File: src/hw/rtl/assert_macros.svh
// Assertion macros used by the frame parser RTL.
`ifndef ASSERT_MACROS_SVH
`define ASSERT_MACROS_SVH

// Property checked at every rising clock edge outside reset.
`define EFRU_ASSERT(lbl, clk, rst_n, prop) \
  lbl: assert property (@(posedge clk) disable iff (!rst_n) (prop)) \
    else $error("assertion failed: %m");

// Condition that must never be seen outside reset.
`define EFRU_ASSERT_NEVER(lbl, clk, rst_n, cond) \
  lbl: assert property (@(posedge clk) disable iff (!rst_n) !(cond)) \
    else $error("forbidden condition seen: %m");

`endif

File: src/hw/rtl/efru_pkg.sv
`timescale 1ns / 1ps

package efru_pkg;

  // Frame framing bytes.
  localparam logic [7:0] SYNC_FIRST  = 8'h00;
  localparam logic [7:0] SYNC_SECOND = 8'hAA;

  // Opcodes; status and call frames change link or call state.
  localparam logic [7:0] OP_NONE   = 8'h00;
  localparam logic [7:0] OP_STATUS = 8'h01;
  localparam logic [7:0] OP_CALL   = 8'h02;

  // Status parameter codes.
  localparam logic [7:0] STATUS_LINK_UP   = 8'h05;
  localparam logic [7:0] STATUS_LINK_DOWN = 8'h07;

  // Highest valid call status.
  localparam logic [7:0] CALL_STATUS_MAX = 8'h04;

  localparam int unsigned RESULT_TDATA_W = 16;

  // One result item.
  typedef struct packed {
    logic       frame_done;
    logic       frame_good;
    logic       checksum_error;
    logic [7:0] ack_event_id;
    logic       link_up;
    logic [2:0] call_state;
  } result_t;

endpackage

File: src/hw/rtl/efru_parser.sv
`timescale 1ns / 1ps
`include "assert_macros.svh"

module efru_parser (
  input  logic                    clk_i,
  input  logic                    rst_ni,
  input  logic                    step_i,
  input  logic [7:0]              rx_byte_i,
  output efru_pkg::result_t       result_o
);

  typedef enum logic [2:0] {
    PH_IDLE,
    PH_SYNC,
    PH_LEN_H,
    PH_LEN_L,
    PH_OPCODE,
    PH_PARAM,
    PH_CHECK
  } phase_e;

  // Byte positions within a frame, counted from the first sync byte.
  localparam logic [16:0] POS_SYNC        = 17'd1;
  localparam logic [16:0] POS_LEN_H       = 17'd2;
  localparam logic [16:0] POS_LEN_L       = 17'd3;
  localparam logic [16:0] POS_OPCODE      = 17'd4;
  localparam logic [16:0] POS_FIRST_PARAM = 17'd5;
  localparam logic [16:0] POS_SECOND_PRM  = 17'd6;
  localparam logic [16:0] POS_HEADER      = 17'd3;

  phase_e      phase_q, phase_d;
  logic [16:0] pos_q, pos_d;
  logic [15:0] len_q, len_d;
  logic [7:0]  sum_q, sum_d;
  logic [7:0]  opcode_q, opcode_d;
  logic [7:0]  param1_q, param1_d;
  logic [7:0]  param2_q, param2_d;
  logic        link_q, link_d;
  logic [2:0]  call_q, call_d;
  logic        done, good, bad;
  logic [7:0]  check_sum;

  assign check_sum = sum_q + rx_byte_i;

  // Per-byte frame state update.
  always_comb begin
    phase_d  = phase_q;
    pos_d    = pos_q;
    len_d    = len_q;
    sum_d    = sum_q;
    opcode_d = opcode_q;
    param1_d = param1_q;
    param2_d = param2_q;
    link_d   = link_q;
    call_d   = call_q;
    done     = 1'b0;
    good     = 1'b0;
    bad      = 1'b0;
    unique case (phase_q)
      PH_IDLE: begin
        if (rx_byte_i == efru_pkg::SYNC_FIRST) begin
          phase_d = PH_SYNC;
          pos_d   = POS_SYNC;
        end
      end
      PH_SYNC: begin
        if (rx_byte_i == efru_pkg::SYNC_SECOND) begin
          phase_d = PH_LEN_H;
          pos_d   = POS_LEN_H;
        end else begin
          phase_d = PH_IDLE;
        end
      end
      PH_LEN_H: begin
        len_d   = {rx_byte_i, 8'h00};
        sum_d   = rx_byte_i;
        pos_d   = POS_LEN_L;
        phase_d = PH_LEN_L;
      end
      PH_LEN_L: begin
        len_d   = len_q + {8'h00, rx_byte_i};
        sum_d   = sum_q + rx_byte_i;
        pos_d   = POS_OPCODE;
        phase_d = PH_OPCODE;
      end
      PH_OPCODE: begin
        opcode_d = rx_byte_i;
        sum_d    = sum_q + rx_byte_i;
        pos_d    = POS_FIRST_PARAM;
        phase_d  = (len_q <= 16'd1) ? PH_CHECK : PH_PARAM;
      end
      PH_PARAM: begin
        if (pos_q == POS_FIRST_PARAM) begin
          param1_d = rx_byte_i;
        end else if (pos_q == POS_SECOND_PRM) begin
          param2_d = rx_byte_i;
        end
        if (pos_q == {1'b0, len_q} + POS_HEADER) begin
          phase_d = PH_CHECK;
        end
        sum_d = sum_q + rx_byte_i;
        pos_d = pos_q + 17'd1;
      end
      PH_CHECK: begin
        phase_d = PH_IDLE;
        done    = 1'b1;
        // The sum including a correct checksum byte is zero.
        bad     = (check_sum != 8'h00);
        good    = !bad && (opcode_q != efru_pkg::OP_NONE);
        if (good) begin
          if (opcode_q == efru_pkg::OP_STATUS) begin
            if (param1_q == efru_pkg::STATUS_LINK_UP) begin
              link_d = 1'b1;
            end else if (param1_q == efru_pkg::STATUS_LINK_DOWN) begin
              link_d = 1'b0;
            end
          end else if (opcode_q == efru_pkg::OP_CALL) begin
            if (param2_q <= efru_pkg::CALL_STATUS_MAX) begin
              call_d = param2_q[2:0];
            end
          end
        end
      end
      default: begin
        phase_d = PH_IDLE;
      end
    endcase
  end

  // Result for the byte being processed.
  always_comb begin
    result_o.frame_done     = done;
    result_o.frame_good     = good;
    result_o.checksum_error = bad;
    result_o.ack_event_id   = done ? opcode_q : 8'h00;
    result_o.link_up        = link_d;
    result_o.call_state     = call_d;
  end

  // Control state.
  always_ff @(posedge clk_i or negedge rst_ni) begin
    if (!rst_ni) begin
      phase_q  <= PH_IDLE;
      pos_q    <= '0;
      len_q    <= '0;
      sum_q    <= '0;
      opcode_q <= '0;
      param1_q <= '0;
      param2_q <= '0;
      link_q   <= 1'b0;
      call_q   <= '0;
    end else if (step_i) begin
      phase_q  <= phase_d;
      pos_q    <= pos_d;
      len_q    <= len_d;
      sum_q    <= sum_d;
      opcode_q <= opcode_d;
      param1_q <= param1_d;
      param2_q <= param2_d;
      link_q   <= link_d;
      call_q   <= call_d;
    end
  end

  // Parameter bytes are only expected for a length of two or more.
  `EFRU_ASSERT(a_param_len, clk_i, rst_ni, (phase_q == PH_PARAM) |-> (len_q >= 16'd2))
  // The position never runs past the checksum byte.
  `EFRU_ASSERT(a_pos_bound, clk_i, rst_ni,
               (phase_q == PH_PARAM) |-> (pos_q <= {1'b0, len_q} + POS_HEADER))
  // The call status stays in its legal range.
  `EFRU_ASSERT_NEVER(a_call_range, clk_i, rst_ni, call_q > efru_pkg::CALL_STATUS_MAX[2:0])
  // Taking the checksum byte returns the parser to idle.
  `EFRU_ASSERT(a_check_done, clk_i, rst_ni,
               (step_i && phase_q == PH_CHECK) |=> (phase_q == PH_IDLE))

endmodule

File: src/hw/rtl/module_event_frame_receiver_unit.sv
`timescale 1ns / 1ps
// Event frame receiver: takes one received serial byte per item and returns one result
// item per byte, flagging completed frames (0x00, 0xAA, length, opcode, parameters,
// checksum), their checksum status and opcode, and the current link flag and call
// status. It sustains one item per clock cycle while results are being taken; each item
// passes an input register and then a result register, and the per-byte frame state
// update lies between those two registers. Both sides may stall freely; the input
// register keeps taking items while a result waits as long as the result register is
// being emptied.
module module_event_frame_receiver_unit (
  input  logic        clk_i,
  input  logic        rst_ni,
  input  logic        s_axis_tvalid,
  output logic        s_axis_tready,
  input  logic [7:0]  s_axis_tdata,   // [7:0] rx_byte
  output logic        m_axis_tvalid,
  input  logic        m_axis_tready,
  // [0] frame_done, [1] frame_good, [2] checksum_error, [10:3] ack_event_id,
  // [11] link_up, [14:12] call_state, [15] zero
  output logic [efru_pkg::RESULT_TDATA_W-1:0] m_axis_tdata
);

  logic              in_valid_q;
  logic [7:0]        in_byte_q;
  logic              out_valid_q;
  efru_pkg::result_t out_res_q;
  efru_pkg::result_t res;
  logic              step;

  // A byte moves on when the result register is free or being emptied.
  assign step          = in_valid_q && (!out_valid_q || m_axis_tready);
  assign s_axis_tready = !in_valid_q || step;

  efru_parser u_parser (
    .clk_i     (clk_i),
    .rst_ni    (rst_ni),
    .step_i    (step),
    .rx_byte_i (in_byte_q),
    .result_o  (res)
  );

  // Input register.
  always_ff @(posedge clk_i or negedge rst_ni) begin
    if (!rst_ni) begin
      in_valid_q <= 1'b0;
    end else if (s_axis_tready) begin
      in_valid_q <= s_axis_tvalid;
    end
  end

  always_ff @(posedge clk_i) begin
    if (s_axis_tvalid && s_axis_tready) begin
      in_byte_q <= s_axis_tdata;
    end
  end

  // Result register.
  always_ff @(posedge clk_i or negedge rst_ni) begin
    if (!rst_ni) begin
      out_valid_q <= 1'b0;
    end else if (!out_valid_q || m_axis_tready) begin
      out_valid_q <= in_valid_q;
    end
  end

  always_ff @(posedge clk_i) begin
    if (step) begin
      out_res_q <= res;
    end
  end

  assign m_axis_tvalid = out_valid_q;
  assign m_axis_tdata  = {1'b0,
                          out_res_q.call_state,
                          out_res_q.link_up,
                          out_res_q.ack_event_id,
                          out_res_q.checksum_error,
                          out_res_q.frame_good,
                          out_res_q.frame_done};

endmodule

File: config.mk
export PLATFORM = sky130hd
export DESIGN_NAME = module_event_frame_receiver_unit
export DESIGN_NICKNAME = d
export VERILOG_FILES = /design/src/hw/rtl/efru_pkg.sv /design/src/hw/rtl/efru_parser.sv /design/src/hw/rtl/module_event_frame_receiver_unit.sv
export VERILOG_INCLUDE_DIRS = /design/src /design/src/hw/rtl
export SDC_FILE = /design/constraint.sdc
export NUM_CORES = 1
export LEC_CHECK = 0
export ABC_AREA = 1
export BUFFER_PORTS_ARGS = -buffer_cell sky130_fd_sc_hd__buf_2
export CORE_ASPECT_RATIO = 1.25
export CORE_MARGIN = 2
export CORE_UTILIZATION = 40
export CTS_CLUSTER_DIAMETER = 60
export CTS_CLUSTER_SIZE = 20
export DETAILED_ROUTE_END_ITERATION = 12
export MAX_ROUTING_LAYER = met4
export PLACE_DENSITY = 0.55
export SLEW_MARGIN = 10
export SYNTH_ARGS = -nofsm -noshare
export SYNTH_HDL_FRONTEND = slang
export SYNTH_SLANG_ARGS = --single-unit
File: constraint.sdc
create_clock -name clk_i -period 2.75 [get_ports clk_i]
set_clock_uncertainty 0.1 [all_clocks]
set_input_delay 0.55 -clock clk_i [delete_from_list [all_inputs] [get_ports clk_i]]
set_output_delay 0.55 -clock clk_i [all_outputs]
set_load 0.05 [all_outputs]
==> metrics <==
Final Max Tran Viols=0; Layout Nets=837; flops & latches, synth=97; Relative slew margins=59.54%; period utilization=90.03%; CTS H-tree lvls=3; kind of critical path=reg2reg; Slowest-stage cell, CP=edfxtp_1; CP peak stage delay=0.41 ns; area grow syn2layout=12.25%; Primary FF master, synth=dfrtp_1; antenna violations before repair=0; Worst Setup End Kind=flip-flop; fraction of registers with async set/reset=76.29%; RD Place Congestion=0.9091; post-DP HPWL=11470 um; Core Area=14890 um2; P_leak=3.161 nW; Max Cap Viol=0; DR WL/cell=15.36 um; Routed Antenna Nets=0; RSZ-0062 raised after global routing=no; worst path bufs/invs=0; count of final hold-check violations=0; vias=5117; reg2reg setup slack=0.27 ns; Pwr per Cell Area=699.5 nW/um2; ranking of synthesized cells by area=dfrtp_1, nand2_1, edfxtp_1, ha_1, inv_1; clk slew on worst S/H paths=0.08 ns; mean post-synth cell area=7.920 um2; Crit Path Max Fanout=4; clk buf depth=2; Distinct cells, synth=51; num rows=50; worst-skew pair later-pin latency=0.36 ns; Yosys top cell area share=30.72%; global-route wire length before repair=25440 um; postcts setup bufs=0; Detailed Route Iter0 Violations=345; DRC viols=0; Starting Density=40.48%; most instantiated library cell after synthesis=nand2_1; vias in the first global route=5100; syn nets=799; number of synthesized flops with an enable pin=23; crit start category=flip-flop; clk sink count=97; GRT Total Usage=20.87%; CTS tree=yes; Num CTS Buffers=9; DR vias/cell=5.190; post-synth top area cell=dfrtp_1; Synth Instances=761; Required @ worst endpoint=2.75 ns; Total Wirelength=15150 um; Final Core Density=45.44%; sequential fraction of the synthesis area=42.18%; fill count=1517; YS warnings=0; Crit path top cell by count=nand2_1; Mapped Area=6027 um2; GRT overflow=0; CP cell instances=ha_1, fa_1, xor2_1, nor3_1, nand2_1, nor2_1, nand2_1, nor2_4, nand3_1, nand2_1, nand2_1; Setup Viol. Count Final=0; CTS root buf=clkbuf_16; PortBufs=28; top cells by count, synth=nand2_1, inv_1, dfrtp_1; I/O Pins=30; CP arrival=2.48 ns; Worst-Margin Slew=0.6047 ns; critical path's top delay family=simple AND/OR/NAND/NOR gates; VDD IR max=274.2 uV; Die H=141.2 um; worst min-delay path category=in2async; status=complete, no violations; Die Area=16070 um2; Tmin final=2.476 ns; Setup TNS=0 ns; Peak Freq=403.9 MHz; Pre-antenna DRT Iters=5; Pwr Total=4.732 mW; pin count of the biggest net entering global routing=41; n_diodes=0; layout cell share with drive strength beyond 1=13.06%; die width=113.8 um
[kinds of logic (layout without fill, tap and decap cells)]
| family | Yosys count | in the layout | share of synthesized area, % |
|---|---|---|---|
| buffers and inverters | 104 | 147 | 7.037 |
| other | 1 | 1 | 0.06222 |
| XOR/XNOR | 27 | 27 | 3.923 |
| AO/OA/AOI/OAI | 129 | 129 | 12.50 |
| adder cells (fa/ha/maj) | 26 | 26 | 5.647 |
| flip-flops | 97 | 97 | 42.18 |
| AND/OR/NAND/NOR | 377 | 377 | 28.65 |
[cells in the final DEF, fill, tap and decap left out, types with 10 or more instances in the layout]
master,instances
nor3_1,13
inv_1,78
o21ai_1,12
nor2_2,10
nand4_1,20
dfrtp_1,74
xor2_1,17
ha_1,24
buf_2,27
nor2_1,61
o21ai_0,45
edfxtp_1,23
nand3_1,46
buf_4,16
a21oi_1,34
xnor2_1,10
nand2_1,195
[worst reg2reg max path: stages, from the launching register on]
cell and delay, ns:
edfxtp_1 0.41, ha_1 0.25, fa_1 0.41, xor2_1 0.19, nor3_1 0.14, nand2_1 0.07
nor2_1 0.09, nand2_1 0.13, nor2_4 0.16, nand3_1 0.13, nand2_1 0.09, nand2_1 0.07
[flip-flops by register name (all words and copies together), names as in the netlist]
signal,flops
u_parser.opcode_q,8
u_parser.call_q,3
u_parser.link_q,1
m_axis_tdata,15
m_axis_tvalid,1
u_parser.phase_q,3
u_parser.param2_q,8
u_parser.param1_q,8
in_valid_q,1
u_parser.pos_q,17
u_parser.len_q,16
u_parser.sum_q,8
in_byte_q,8
[worst paths after layout]
kind,startpoint,endpoint,cells after the start
setup / recovery,in_byte_q[0]$_DFFE_PP_,m_axis_tdata[14]$_DFFE_PP_,11
hold / removal,rst_ni,u_parser.opcode_q[6]$_DFFE_PN0P_,1
setup reg to reg,in_byte_q[0]$_DFFE_PP_,m_axis_tdata[14]$_DFFE_PP_,11
hold reg to reg,u_parser.call_q[0]$_DFFE_PN0P_,u_parser.call_q[0]$_DFFE_PN0P_,2
max in group asynchronous,rst_ni,u_parser.pos_q[4]$_DFFE_PN0P_,2
min in group clk_i,s_axis_tdata[7],in_byte_q[7]$_DFFE_PP_,1
[repair_timing]
| action | 4_1_cts | 5_1_grt |
|---|---|---|
| resized for setup | 0 | 1 |
| setup endpoints to repair | 0 | 5 |
| hold buffers | 0 | 0 |
[metrics by stage]
| step | instance area (um2) | setup slack (ns) | hold WS, ns | cells |
|---|---|---|---|---|
| global placement | 6437 | 0.2802 | 0.3670 | 970 |
| finish | 6765 | 0.2742 | 0.06835 | 986 |
| global route | 6765 | 0.04522 | 0.1189 | 986 |
| floorplan | 6027 | 0.4081 | 0.1544 | 761 |
| detailed placement | 6437 | 0.2338 | 0.3684 | 970 |
| CTS | 6760 | 0.2142 | 0.09355 | 986 |
[metal layers]
metal,vias up,GRT usage [%],share of wire (%)
met3,28,2.365,3.0
met2,101,34.92,49
met1,2363,25.56,45
met5,-,-,0
li1,2625,-,-
met4,0,8.922,2.8
[report_power, final]
| part | leakage (nW) | switching [mW] | internal [mW] |
|---|---|---|---|
| Clock | 0.159 | 0.646 | 0.739 |
| Sequential | 1.19 | 0.225 | 1.66 |
| Combinational | 1.81 | 0.989 | 0.478 |
| Total | 3.16 | 1.86 | 2.87 |
[area by class of cell]
type                       instances  area [um2]  share of cell area, %
clock buffer                       9       225.2                  3.329
clock inverter                     7       97.59                  1.443
inverter                          87       331.6                  4.901
multi-input combinational        560        3065                  45.31
sequential                        97        2542                  37.58
tap                              182       227.7                  3.366
timing repair buffer              44       275.3                  4.069
Note: power is estimated with default switching activity, not from simulation.
